<file path="src/gtfp_pkg.sv">
// Shared types, constants and helper functions for the trace frame parser.
package gtfp_pkg;

	localparam int unsigned NumFields = 5;
	localparam int unsigned MarkLen   = 7;

	localparam logic [7:0] ChDollar = 8'h24;
	localparam logic [7:0] ChCr     = 8'h0d;
	localparam logic [7:0] ChSpace  = 8'h20;
	localparam logic [7:0] ChUnder  = 8'h5f;
	localparam logic [7:0] ChZero   = 8'h30;

	typedef enum logic [1:0] {
		PH_HUNT    = 2'd0,
		PH_HEADER  = 2'd1,
		PH_SKIP    = 2'd2,
		PH_PAYLOAD = 2'd3
	} phase_t;

	typedef enum logic [1:0] {
		KIND_PAYLOAD = 2'd0,
		KIND_HEADER  = 2'd1,
		KIND_BAD     = 2'd2
	} kind_t;

	typedef struct packed {
		kind_t       kind;
		logic [7:0]  payload_byte;
		logic        last_byte;
		logic [15:0] trace_length;
		logic [15:0] part_index;
		logic [15:0] part_total;
		logic [15:0] sample_number;
		logic [15:0] stack_number;
	} res_t;

	function automatic logic [7:0] mark_char(input logic [2:0] pos);
		logic [7:0] c;
		case (pos)
			3'd0: c = 8'h74; // t
			3'd1: c = 8'h72; // r
			3'd2: c = 8'h61; // a
			3'd3: c = 8'h63; // c
			3'd4: c = 8'h65; // e
			3'd5: c = 8'h20; // space
			3'd6: c = 8'h2b; // +
			default: c = 8'h00;
		endcase
		return c;
	endfunction

	function automatic logic [7:0] field_end(input logic [2:0] idx);
		logic [7:0] c;
		case (idx)
			3'd1, 3'd3: c = ChUnder;
			default: c = ChSpace;
		endcase
		return c;
	endfunction

endpackage

</file>
<file path="src/gtfp_in_if.sv">
// Byte input channel: valid/ready handshake with one received byte.
interface gtfp_in_if;
	logic       valid;
	logic       ready;
	logic [7:0] rx_byte;

	modport source (output valid, output rx_byte, input ready);
	modport sink (input valid, input rx_byte, output ready);
endinterface

</file>
<file path="src/gtfp_out_if.sv">
// Result channel: valid/ready handshake with payload or header fields.
interface gtfp_out_if;
	logic        valid;
	logic        ready;
	logic [1:0]  kind;
	logic [7:0]  payload_byte;
	logic        last_byte;
	logic [15:0] trace_length;
	logic [15:0] part_index;
	logic [15:0] part_total;
	logic [15:0] sample_number;
	logic [15:0] stack_number;

	modport source (output valid, output kind, output payload_byte, output last_byte,
		output trace_length, output part_index, output part_total,
		output sample_number, output stack_number, input ready);
	modport sink (input valid, input kind, input payload_byte, input last_byte,
		input trace_length, input part_index, input part_total,
		input sample_number, input stack_number, output ready);
endinterface

</file>
<file path="src/gtfp_core.sv">
// Parser state and per-byte next-state / result logic.
module gtfp_core
	import gtfp_pkg::*;
(
	input  logic       clk,
	input  logic       arst_n,
	input  logic       step,
	input  logic [7:0] rx_byte,
	output logic       emit,
	output res_t       res
);

	phase_t      phase_q, phase_d;
	logic [2:0]  hpos_q, hpos_d;
	logic        mark_ok_q, mark_ok_d;
	logic [2:0]  fidx_q, fidx_d;
	logic [15:0] acc_q, acc_d;
	logic [15:0] fields_q [NumFields];
	logic [15:0] fields_d [NumFields];
	logic [15:0] remain_q, remain_d;
	logic [15:0] acc_mul;
	logic [15:0] hdr_val [NumFields];

	assign acc_mul = {acc_q[12:0], 3'b000} + {acc_q[14:0], 1'b0}
		+ {8'h00, rx_byte} - {8'h00, ChZero};

	always_comb begin
		for (int k = 0; k < NumFields; k++) begin
			hdr_val[k] = (fidx_q == 3'(k)) ? acc_q : fields_q[k];
		end
	end

	always_comb begin
		phase_d   = phase_q;
		hpos_d    = hpos_q;
		mark_ok_d = mark_ok_q;
		fidx_d    = fidx_q;
		acc_d     = acc_q;
		remain_d  = remain_q;
		for (int k = 0; k < NumFields; k++) begin
			fields_d[k] = fields_q[k];
		end
		emit              = 1'b0;
		res               = '0;
		res.kind          = KIND_PAYLOAD;
		case (phase_q)
			PH_HUNT: begin
				if (rx_byte == ChDollar) begin
					hpos_d    = '0;
					mark_ok_d = 1'b1;
					fidx_d    = '0;
					acc_d     = '0;
					for (int k = 0; k < NumFields; k++) begin
						fields_d[k] = '0;
					end
					phase_d = PH_HEADER;
				end
			end
			PH_HEADER: begin
				if (rx_byte != ChCr) begin
					if (hpos_q < 3'(MarkLen)) begin
						if (rx_byte != mark_char(hpos_q)) begin
							mark_ok_d = 1'b0;
						end
					end else if (fidx_q < 3'(NumFields)) begin
						if (rx_byte == field_end(fidx_q)) begin
							for (int k = 0; k < NumFields; k++) begin
								if (fidx_q == 3'(k)) begin
									fields_d[k] = acc_q;
								end
							end
							fidx_d = fidx_q + 3'd1;
							acc_d  = '0;
						end else begin
							acc_d = acc_mul;
						end
					end
					if (hpos_q != 3'd7) begin
						hpos_d = hpos_q + 3'd1;
					end
				end else begin
					emit = 1'b1;
					if (hpos_q < 3'(MarkLen) || !mark_ok_q) begin
						res.kind = KIND_BAD;
						phase_d  = PH_HUNT;
					end else begin
						res.kind          = KIND_HEADER;
						res.trace_length  = hdr_val[0];
						res.part_index    = hdr_val[1];
						res.part_total    = hdr_val[2];
						res.sample_number = hdr_val[3];
						res.stack_number  = hdr_val[4];
						for (int k = 0; k < NumFields; k++) begin
							fields_d[k] = hdr_val[k];
						end
						remain_d = hdr_val[0];
						phase_d  = PH_SKIP;
					end
				end
			end
			PH_SKIP: begin
				phase_d = (remain_q == '0) ? PH_HUNT : PH_PAYLOAD;
			end
			PH_PAYLOAD: begin
				emit             = 1'b1;
				res.kind         = KIND_PAYLOAD;
				res.payload_byte = rx_byte;
				res.last_byte    = (remain_q <= 16'd1);
				if (remain_q <= 16'd1) begin
					remain_d = '0;
					phase_d  = PH_HUNT;
				end else begin
					remain_d = remain_q - 16'd1;
				end
			end
			default: begin
				phase_d = PH_HUNT;
			end
		endcase
	end

	always_ff @(posedge clk or negedge arst_n) begin
		if (!arst_n) begin
			phase_q   <= PH_HUNT;
			hpos_q    <= '0;
			mark_ok_q <= 1'b1;
			fidx_q    <= '0;
			acc_q     <= '0;
			remain_q  <= '0;
			for (int k = 0; k < NumFields; k++) begin
				fields_q[k] <= '0;
			end
		end else if (step) begin
			phase_q   <= phase_d;
			hpos_q    <= hpos_d;
			mark_ok_q <= mark_ok_d;
			fidx_q    <= fidx_d;
			acc_q     <= acc_d;
			remain_q  <= remain_d;
			for (int k = 0; k < NumFields; k++) begin
				fields_q[k] <= fields_d[k];
			end
		end
	end

endmodule

</file>
<file path="src/gtfp_out_reg.sv">
// Result register driving the output channel.
module gtfp_out_reg
	import gtfp_pkg::*;
(
	input  logic         clk,
	input  logic         arst_n,
	input  logic         load,
	input  res_t         res,
	output logic         free,
	gtfp_out_if.source   dout
);

	logic full_q;
	res_t res_q;

	assign free = !full_q || dout.ready;

	always_ff @(posedge clk or negedge arst_n) begin
		if (!arst_n) begin
			full_q <= 1'b0;
		end else if (load) begin
			full_q <= 1'b1;
		end else if (dout.ready) begin
			full_q <= 1'b0;
		end
	end

	always_ff @(posedge clk) begin
		if (load) begin
			res_q <= res;
		end
	end

	assign dout.valid         = full_q;
	assign dout.kind          = res_q.kind;
	assign dout.payload_byte  = res_q.payload_byte;
	assign dout.last_byte     = res_q.last_byte;
	assign dout.trace_length  = res_q.trace_length;
	assign dout.part_index    = res_q.part_index;
	assign dout.part_total    = res_q.part_total;
	assign dout.sample_number = res_q.sample_number;
	assign dout.stack_number  = res_q.stack_number;

endmodule

</file>
<file path="src/gpr_trace_frame_parser.sv">
// Top level of the trace frame parser: input stage, parser core, result register.
//
//   channel  dir  beat contents
//   din      in   rx_byte (8)
//   dout     out  kind (2), payload_byte (8), last_byte, five 16-bit header fields
//
// One byte per cycle unless dout stalls; a byte is registered in both stages.
// Reset clears parser state to hunting for '$' and empties both stages.
// A stalled dout only blocks bytes that produce a beat; the input stage still
// fills while the result register waits.
module gpr_trace_frame_parser
	import gtfp_pkg::*;
(
	input  logic      clk,
	input  logic      arst_n,
	gtfp_in_if.sink   din,
	gtfp_out_if.source dout
);

	logic       valid_s1;
	logic [7:0] byte_s1;
	logic       emit;
	logic       free;
	logic       adv;
	logic       step;
	res_t       res;

	assign adv       = free || !emit;
	assign step      = valid_s1 && adv;
	assign din.ready = !valid_s1 || adv;

	always_ff @(posedge clk or negedge arst_n) begin
		if (!arst_n) begin
			valid_s1 <= 1'b0;
		end else if (din.ready) begin
			valid_s1 <= din.valid;
		end
	end

	always_ff @(posedge clk) begin
		if (din.valid && din.ready) begin
			byte_s1 <= din.rx_byte;
		end
	end

	gtfp_core u_core (
		.clk     (clk),
		.arst_n  (arst_n),
		.step    (step),
		.rx_byte (byte_s1),
		.emit    (emit),
		.res     (res)
	);

	gtfp_out_reg u_out (
		.clk    (clk),
		.arst_n (arst_n),
		.load   (step && emit),
		.res    (res),
		.free   (free),
		.dout   (dout)
	);

endmodule
</file>
<file path="src/flat_wrapper.sv">
// flat-port wrapper written by rule: the top's interface ports become plain ports
module gpr_trace_frame_parser_flat import gtfp_pkg::*;
  (clk, arst_n, din_valid, din_rx_byte, din_ready, dout_valid, dout_kind, dout_payload_byte, dout_last_byte, dout_trace_length, dout_part_index, dout_part_total, dout_sample_number, dout_stack_number, dout_ready);
  gtfp_in_if din_i ();
  gtfp_out_if dout_i ();
  input  logic clk;
  input  logic arst_n;
  input wire logic [$bits(din_i.valid)-1:0] din_valid;
  input wire logic [$bits(din_i.rx_byte)-1:0] din_rx_byte;
  output wire logic [$bits(din_i.ready)-1:0] din_ready;
  output wire logic [$bits(dout_i.valid)-1:0] dout_valid;
  output wire logic [$bits(dout_i.kind)-1:0] dout_kind;
  output wire logic [$bits(dout_i.payload_byte)-1:0] dout_payload_byte;
  output wire logic [$bits(dout_i.last_byte)-1:0] dout_last_byte;
  output wire logic [$bits(dout_i.trace_length)-1:0] dout_trace_length;
  output wire logic [$bits(dout_i.part_index)-1:0] dout_part_index;
  output wire logic [$bits(dout_i.part_total)-1:0] dout_part_total;
  output wire logic [$bits(dout_i.sample_number)-1:0] dout_sample_number;
  output wire logic [$bits(dout_i.stack_number)-1:0] dout_stack_number;
  input wire logic [$bits(dout_i.ready)-1:0] dout_ready;
  assign din_i.valid = din_valid;
  assign din_i.rx_byte = din_rx_byte;
  assign din_ready = din_i.ready;
  assign dout_valid = dout_i.valid;
  assign dout_kind = dout_i.kind;
  assign dout_payload_byte = dout_i.payload_byte;
  assign dout_last_byte = dout_i.last_byte;
  assign dout_trace_length = dout_i.trace_length;
  assign dout_part_index = dout_i.part_index;
  assign dout_part_total = dout_i.part_total;
  assign dout_sample_number = dout_i.sample_number;
  assign dout_stack_number = dout_i.stack_number;
  assign dout_i.ready = dout_ready;
  gpr_trace_frame_parser u_core (.clk(clk), .arst_n(arst_n), .din(din_i), .dout(dout_i));
endmodule
</file>
<file path="config.mk">
export PLATFORM = sky130hd
export DESIGN_NAME = gpr_trace_frame_parser_flat
export DESIGN_NICKNAME = d
export VERILOG_FILES = /design/src/gtfp_pkg.sv /design/src/gtfp_in_if.sv /design/src/gtfp_out_if.sv /design/src/gtfp_core.sv /design/src/gtfp_out_reg.sv /design/src/gpr_trace_frame_parser.sv /design/src/flat_wrapper.sv
export SDC_FILE = /design/constraint.sdc
export NUM_CORES = 1
export LEC_CHECK = 0
export BUFFER_PORTS_ARGS = -buffer_cell sky130_fd_sc_hd__buf_4
export CORE_UTILIZATION = 50
export CTS_CLUSTER_SIZE = 8
export DETAILED_ROUTE_END_ITERATION = 6
export GPL_TIMING_DRIVEN = 0
export PLACE_DENSITY = 0.83
export SLEW_MARGIN = 20
export SYNTH_ARGS = -nofsm -noshare
export SYNTH_HDL_FRONTEND = slang
export SYNTH_HIERARCHICAL = 1
export SYNTH_SLANG_ARGS = --single-unit
</file>
<file path="constraint.sdc">
create_clock -name clk -period 3.26 [get_ports clk]
set_input_delay 0.978 -clock clk [delete_from_list [all_inputs] [get_ports clk]]
set_output_delay 0.978 -clock clk [all_outputs]
set_load 0.02 [all_outputs]
</file>
==> impl_metrics.tcl, run 1 <==
set metrics [dict create \
    status "finished clean" \
    antenna_found_initial 0 \
    grt_pass1_wl_um 44900 \
    synthArstFlopShare_pct 55.4 \
    internal_power_mw 5.53 \
    clock_skew_ps 15.7 \
    syn_to_final_growth_pct 20.0 \
    cts_tree "done" \
    vias 8929 \
    grt_overflow_total 0 \
    drt-total-wl_um 28400 \
    htreeDepth 1 \
    worst_setup_path_start_kind "flop" \
    io-pin-count 105 \
    power.share.sequential_pct 40.7 \
    syn_area_per_cell_sq_um 10.6 \
    clk_pin_slew_ps 60 \
    cp-end-kind "primary output" \
    diodes 0 \
    rows 54 \
    synth_edf_count 99 \
    worstReg2RegStart "u_core/u_core/acc_q[0]" \
    r2r_slack_ps 100 \
    port_buffers 104 \
    die_w_um 151 \
    synth_cells 1054 \
    reg2reg_to "u_core/u_core/acc_q[12]" \
    pwr-share-comb_pct 22.9 \
    synth.distinct_cells 72 \
    crit_path_top_delay_cell "or4_4" \
    yosys_most_used_dff "dfrtp_1" \
    synth_fp_nets 1119 \
    core_sq_um 21800 \
    floorplan.initialDensity_pct 51.0 \
    path_cells "or4_4 > nor2_4 > o21a_2 > nand3b_4 > buf_4" \
    min_period_ps 3200 \
    criticalPathCategory "flop to primary output" \
    clkPwrFrac_pct 36.4 \
    wire_per_inst_um 18.9 \
    clock_path_buffers 3 \
    drt_iter0_drc 764 \
    leakage_nw 5.60 \
    ys_seq_elements 222 \
    netSwitchingPower_mw 2.34 \
    track_usage_pct 25.4 \
    max-cap-violations 0 \
    maxSlewHeadroom_pct 48.3 \
    worstRegToRegCells 11 \
    clk_latency_ps 550 \
    fin_nets 1267 \
    critPathMaxFanout 5 \
    maxSlewViolCount 0 \
    fp.dieArea_sq_um 22900 \
    drive_gt1_share_pct 16.5 \
    drc_errors 0 \
    power_density_nw_per_um2 589 \
    final.setup.tns_ps 0 \
    cp_slowest_stage_delay_ps 590 \
    synth.area.top_cells "dfrtp_1 27%, edfxtp_1 27%, ha_1 5.3%, nand2_1 4.9%, o2bb2ai_1 4.6%" \
    final_area_sq_um 13400 \
    numCtsBuffers 31 \
    seq_area_frac_synth_pct 54.4 \
    fin_crit_sh_pct 98.0 \
    tightest_slew_ps 775 \
    n_fill_cell 1721 \
    synth_top_cell_by_area "dfrtp_1" \
    final_hold_viol_count 0 \
    ys_warn_count 6 \
    layout_common_cells "146 x nand2_1, 119 x dfrtp_1, 115 x buf_4" \
    setup_viol 0 \
    cts_sinks 222 \
    drt_first_pass_iters 5 \
    min_path_type "input port to asynchronous set/reset pin" \
    place_area_sq_um 12300 \
    netlist_area_sq_um 11100 \
    die_h_um 151 \
    peakVddDrop_v 0.000344 \
    place_hpwl_um 19900 \
    globalplace.congestion 0.930 \
    viasPerCell 5.94 \
    holdWs_ps 384 \
    swShare_pct 29.8 \
    arrival_ps 2220 \
    layout_commonest_cell "nand2_1" \
    postCtsHoldBufs 0 \
    fmax_mhz 313 \
    netlist.area_leader.share_pct 27.4 \
    cts_root_buf "clkbuf_16" \
    total_power_mw 7.88 \
    cp.required_ps 2280 \
    drtAntennaViolNets 0 \
    grt_max_degree 76 \
    grt_pass1_vias 8785 \
]
## cell type report
cell class,instances,area [sq um],share of cell area [%]
clock buffers,52,855,6.40
well taps,280,350,2.62
repair buffers,118,930,6.96
multi-input cells,684,4590,34.4
inverters,76,285,2.13
clock inverters,1,8.76,0.0655
flip-flops and latches,222,6060,45.3
plain buffers,69,285,2.13
## synthesized netlist by cell type, drive strengths merged, types with 5 or more instances
cell and instances:
a211oi 6, a21o 8, a21oi 76, a22o 18, and3 14, buf 8
clkbuf 64, dfrtp 122, edfxtp 99, fa 6, ha 47, inv 76
mux2 5, mux2i 22, nand2 146, nand2b 9, nand3 13, nand4 20
nor2 75, nor2b 5, nor3 7, o211ai 7, o21ai 45, o22ai 5
o2bb2ai 59, o32ai 8, or2 5, or3 5, xnor2 11
## worst max-delay path by stage
stage	from	end	slack (ps)	cells after the start
floorplan	u_core/u_core/acc_q[2]	u_core/u_core/acc_q[12]	20	11
global placement	u_core/u_core/acc_q[2]	u_core/u_core/acc_q[12]	-650	11
detailed placement	u_core/u_core/acc_q[2]	u_core/u_core/acc_q[12]	-720	11
CTS	u_core/u_core/phase_q[0]	u_core/u_core/fields_q[63]	-20	9
global route	u_core/byte_s1[4]	din_ready	-2	5
finish	u_core/byte_s1[4]	din_ready	60	5
## timing repair
item,in CTS,in global routing
buffers inserted,3,9
endpoints found under the setup margin,80,75
gates resized for setup,16,14
pin swaps,3,8
## worst max-delay path: cells and delay by family, from the launching register on
family                 cells  cell delay (ps)
AOI/OAI and AO/OA          1              190
buffers and inverters      1              160
DFF                        1              460
and+or+nand+nor            3              870
## power by group through the flow
| stage | logic [mW] | clock network (mW) | registers, mW |
|---|---|---|---|
| after floorplan | 1.31 | 0 | 3.21 |
| after global placement | 1.67 | 0 | 3.23 |
| after detailed placement | 1.72 | 0 | 3.24 |
| after CTS | 1.75 | 2.91 | 3.20 |
| after global routing | 2.01 | 3.04 | 3.22 |
| final | 1.81 | 2.87 | 3.20 |
## cells by family (layout without fill, tap and decap cells)
| kind of cell | count (synthesis) | in the layout | synth area share (%) |
|---|---|---|---|
| AND/OR/NAND/NOR | 323 | 323 | 13.6 |
| AO/OA/AOI/OAI | 269 | 269 | 17.1 |
| adder cells (fa/ha/maj) | 53 | 53 | 6.36 |
| XOR/XNOR | 12 | 12 | 0.944 |
| flip-flops | 222 | 222 | 54.4 |
| multiplexers | 27 | 27 | 2.48 |
| buffers and inverters | 148 | 316 | 5.11 |
## sequential cells by signal, indices dropped and copies added, names as in the netlist
| register | cells |
|---|---|
| u_core/u_core/acc_q | 16 |
| u_core/u_core/fields_q | 80 |
| u_core/byte_s1 | 8 |
| u_core/u_out/dout.payload_byte | 8 |
| u_core/u_core/mark_ok_q | 1 |
| u_core/u_out/dout.last_byte | 1 |
| u_core/valid_s1 | 1 |
| u_core/u_out/dout.trace_length | 16 |
| u_core/u_core/fidx_q | 3 |
| u_core/u_core/remain_q | 16 |
| u_core/u_out/dout.part_index | 16 |
| u_core/u_out/dout.stack_number | 16 |
| u_core/u_core/hpos_q | 3 |
| u_core/u_out/dout.valid | 1 |
| u_core/u_out/dout.kind | 2 |
| u_core/u_out/dout.sample_number | 16 |
| u_core/u_core/phase_q | 2 |
| u_core/u_out/dout.part_total | 16 |
## routing by layer
| layer | GRT usage (%) | wire [um] | vias to the layer above |
|---|---|---|---|
| li1 | - | - | 4100 |
| met1 | 33.2 | 11700 | 4264 |
| met2 | 42.4 | 13500 | 484 |
| met3 | 4.43 | 2420 | 81 |
| met4 | 9.40 | 821 | 0 |
| met5 | 0 | 0 | - |
## stage by stage
| stage | setup slack [ps] | instances | util, % |
|---|---|---|---|
| 6_report | 64.2 | 1502 | 61.2 |
| 2_1_floorplan | 24.4 | 1054 | - |
| 5_1_grt | -2.15 | 1502 | 61.2 |
| 4_1_cts | -23.3 | 1493 | 60.7 |
| 3_5_place_dp | -721 | 1440 | 56.5 |
| 3_3_place_gp | -654 | 1438 | 56.2 |
No activity file was read; power rests on OpenSTA's default activity.
==> run 2, diff against run 1 <==
Settings changed: PLACE_DENSITY 0.83 to 0.72.
==> impl_metrics.tcl, run 2 (same netlist as run 1, synthesis figures left out) <==
set metrics [dict create \
    status "finished clean" \
    cts_sinks 222 \
    pre_cts_slack_ps -607 \
    largest_reg_flops 80 \
    setup_viol 0 \
    fin_crit_sh_pct 97.8 \
    cp_slowest_stage_delay_ps 590 \
    drt-total-wl_um 28100 \
    antenna_found_initial 0 \
    maxSlewHeadroom_pct 50.0 \
    dr_wl_met3_um 2010 \
    drt_first_pass_iters 5 \
    tightest_slew_ps 740 \
    worst_setup_path_start_kind "flop" \
    clk_latency_ps 540 \
    rows 54 \
    grt_max_degree 72 \
    n_fill_cell 1798 \
    grt_pass1_vias 8394 \
    viasPerCell 5.81 \
    clock_path_buffers 3 \
    syn_to_final_growth_pct 20.4 \
    place_area_sq_um 12300 \
    total_power_mw 7.90 \
    wl_met2_um 13200 \
    clock_skew_ps 17.4 \
    max-cap-violations 0 \
    track_usage_pct 25.0 \
    fp.dieArea_sq_um 22900 \
    fin_util_pct 61.4 \
    cp.required_ps 2280 \
    final_hold_viol_count 0 \
    arrival_ps 2210 \
    leakage_nw 5.61 \
    maxSlewViolCount 0 \
    vias 8732 \
    final_area_sq_um 13400 \
    cp-end-kind "primary output" \
    fmax_mhz 314 \
    core_sq_um 21800 \
    htreeDepth 1 \
    floorplan.initialDensity_pct 51.0 \
    wire_per_inst_um 18.7 \
    io-pin-count 105 \
    crit_path_top_delay_cell "or4_4" \
    power_density_nw_per_um2 590 \
    cts_tree "done" \
    port_buffers 104 \
    drc_errors 0 \
    drive_gt1_share_pct 16.8 \
    fin_ws_ps 70.9 \
    peakVddDrop_v 0.000346 \
    numCtsBuffers 31 \
    criticalPathCategory "flop to primary output" \
    layout_commonest_cell "nand2_1" \
    min_path_type "input port to asynchronous set/reset pin" \
    r2r_slack_ps 110 \
    routed.top_layer "met4" \
    drtAntennaViolNets 0 \
    final.setup.tns_ps 0 \
    fin_nets 1269 \
    place_hpwl_um 19600 \
    grt_overflow_total 0 \
    critPathMaxFanout 5 \
    clk_pin_slew_ps 50 \
    max_flop_register "u_core/u_core/fields_q" \
    cts_root_buf "clkbuf_16" \
    wl_met1_um 12100 \
    drt_iter0_drc 652 \
    die_w_um 151 \
    min_period_ps 3190 \
    path_cells "or4_4 > nor2_4 > o21a_2 > nand3b_4 > buf_4" \
    globalplace.congestion 0.881 \
    diodes 0 \
    layout_common_cells "146 x nand2_1, 120 x dfrtp_1, 117 x buf_4" \
    grt_pass1_wl_um 44400 \
    die_h_um 151 \
]
run 2: final timing paths:
path / startpoint / depth (start not counted) / endpoint
max: u_core/byte_s1[4] / 5 / din_ready
min: arst_n / 1 / u_core/valid_s1
max reg2reg: u_core/u_core/acc_q[1] / 11 / u_core/u_core/acc_q[15]
min reg2reg: u_core/u_core/fields_q[4] / 1 / u_core/u_core/fields_q[4]
max in group asynchronous: arst_n / 2 / u_core/u_core/fields_q[14]
min in group clk: u_core/u_core/fields_q[4] / 1 / u_core/u_core/fields_q[4]
run 2: metal layers:
layer / vias to the layer above / GRT usage [%]
met2: 376 / 41.2
met4: 0 / 8.25
met1: 4202 / 33.8
li1: 4091 / -
met5: - / 0
met3: 63 / 3.89
run 2: timing repair:
| action | in CTS | in global routing |
|---|---|---|
| pin swaps | 4 | 5 |
| setup buffers | 3 | 11 |
| endpoints found under the setup margin | 88 | 66 |
| gates resized for setup | 17 | 15 |
| hold buffers | 0 | 0 |
run 2: metrics by stage:
step	instances	hold slack (ps)
6_report	1502	398
5_1_grt	1502	443
4_1_cts	1492	421
3_5_place_dp	1440	474
3_3_place_gp	1438	470
2_1_floorplan	1054	456
run 2: where the power goes:
| group | leakage (nW) | switching (mW) | internal [mW] |
|---|---|---|---|
| combinational | 2.39 | 1.11 | 0.722 |
| clock | 0.412 | 1.11 | 1.76 |
| sequential | 2.80 | 0.116 | 3.08 |
run 2: area by class of cell:
class | count | area, sq um | share of cell area [%]
plain buffers | 69 | 283 | 2.11
clock buffers | 51 | 861 | 6.42
inverters | 76 | 285 | 2.13
multi-input cells | 684 | 4620 | 34.5
flip-flops and latches | 222 | 6050 | 45.2
well taps | 280 | 350 | 2.61
repair buffers | 120 | 945 | 7.05
run 2: worst max-delay path, delay by kind of cell, from the launching register on:
family | cells | cell delay, ps
AND/OR/NAND/NOR | 3 | 850
buffers and inverters | 1 | 160
AO/OA/AOI/OAI | 1 | 200
flip-flops | 1 | 460
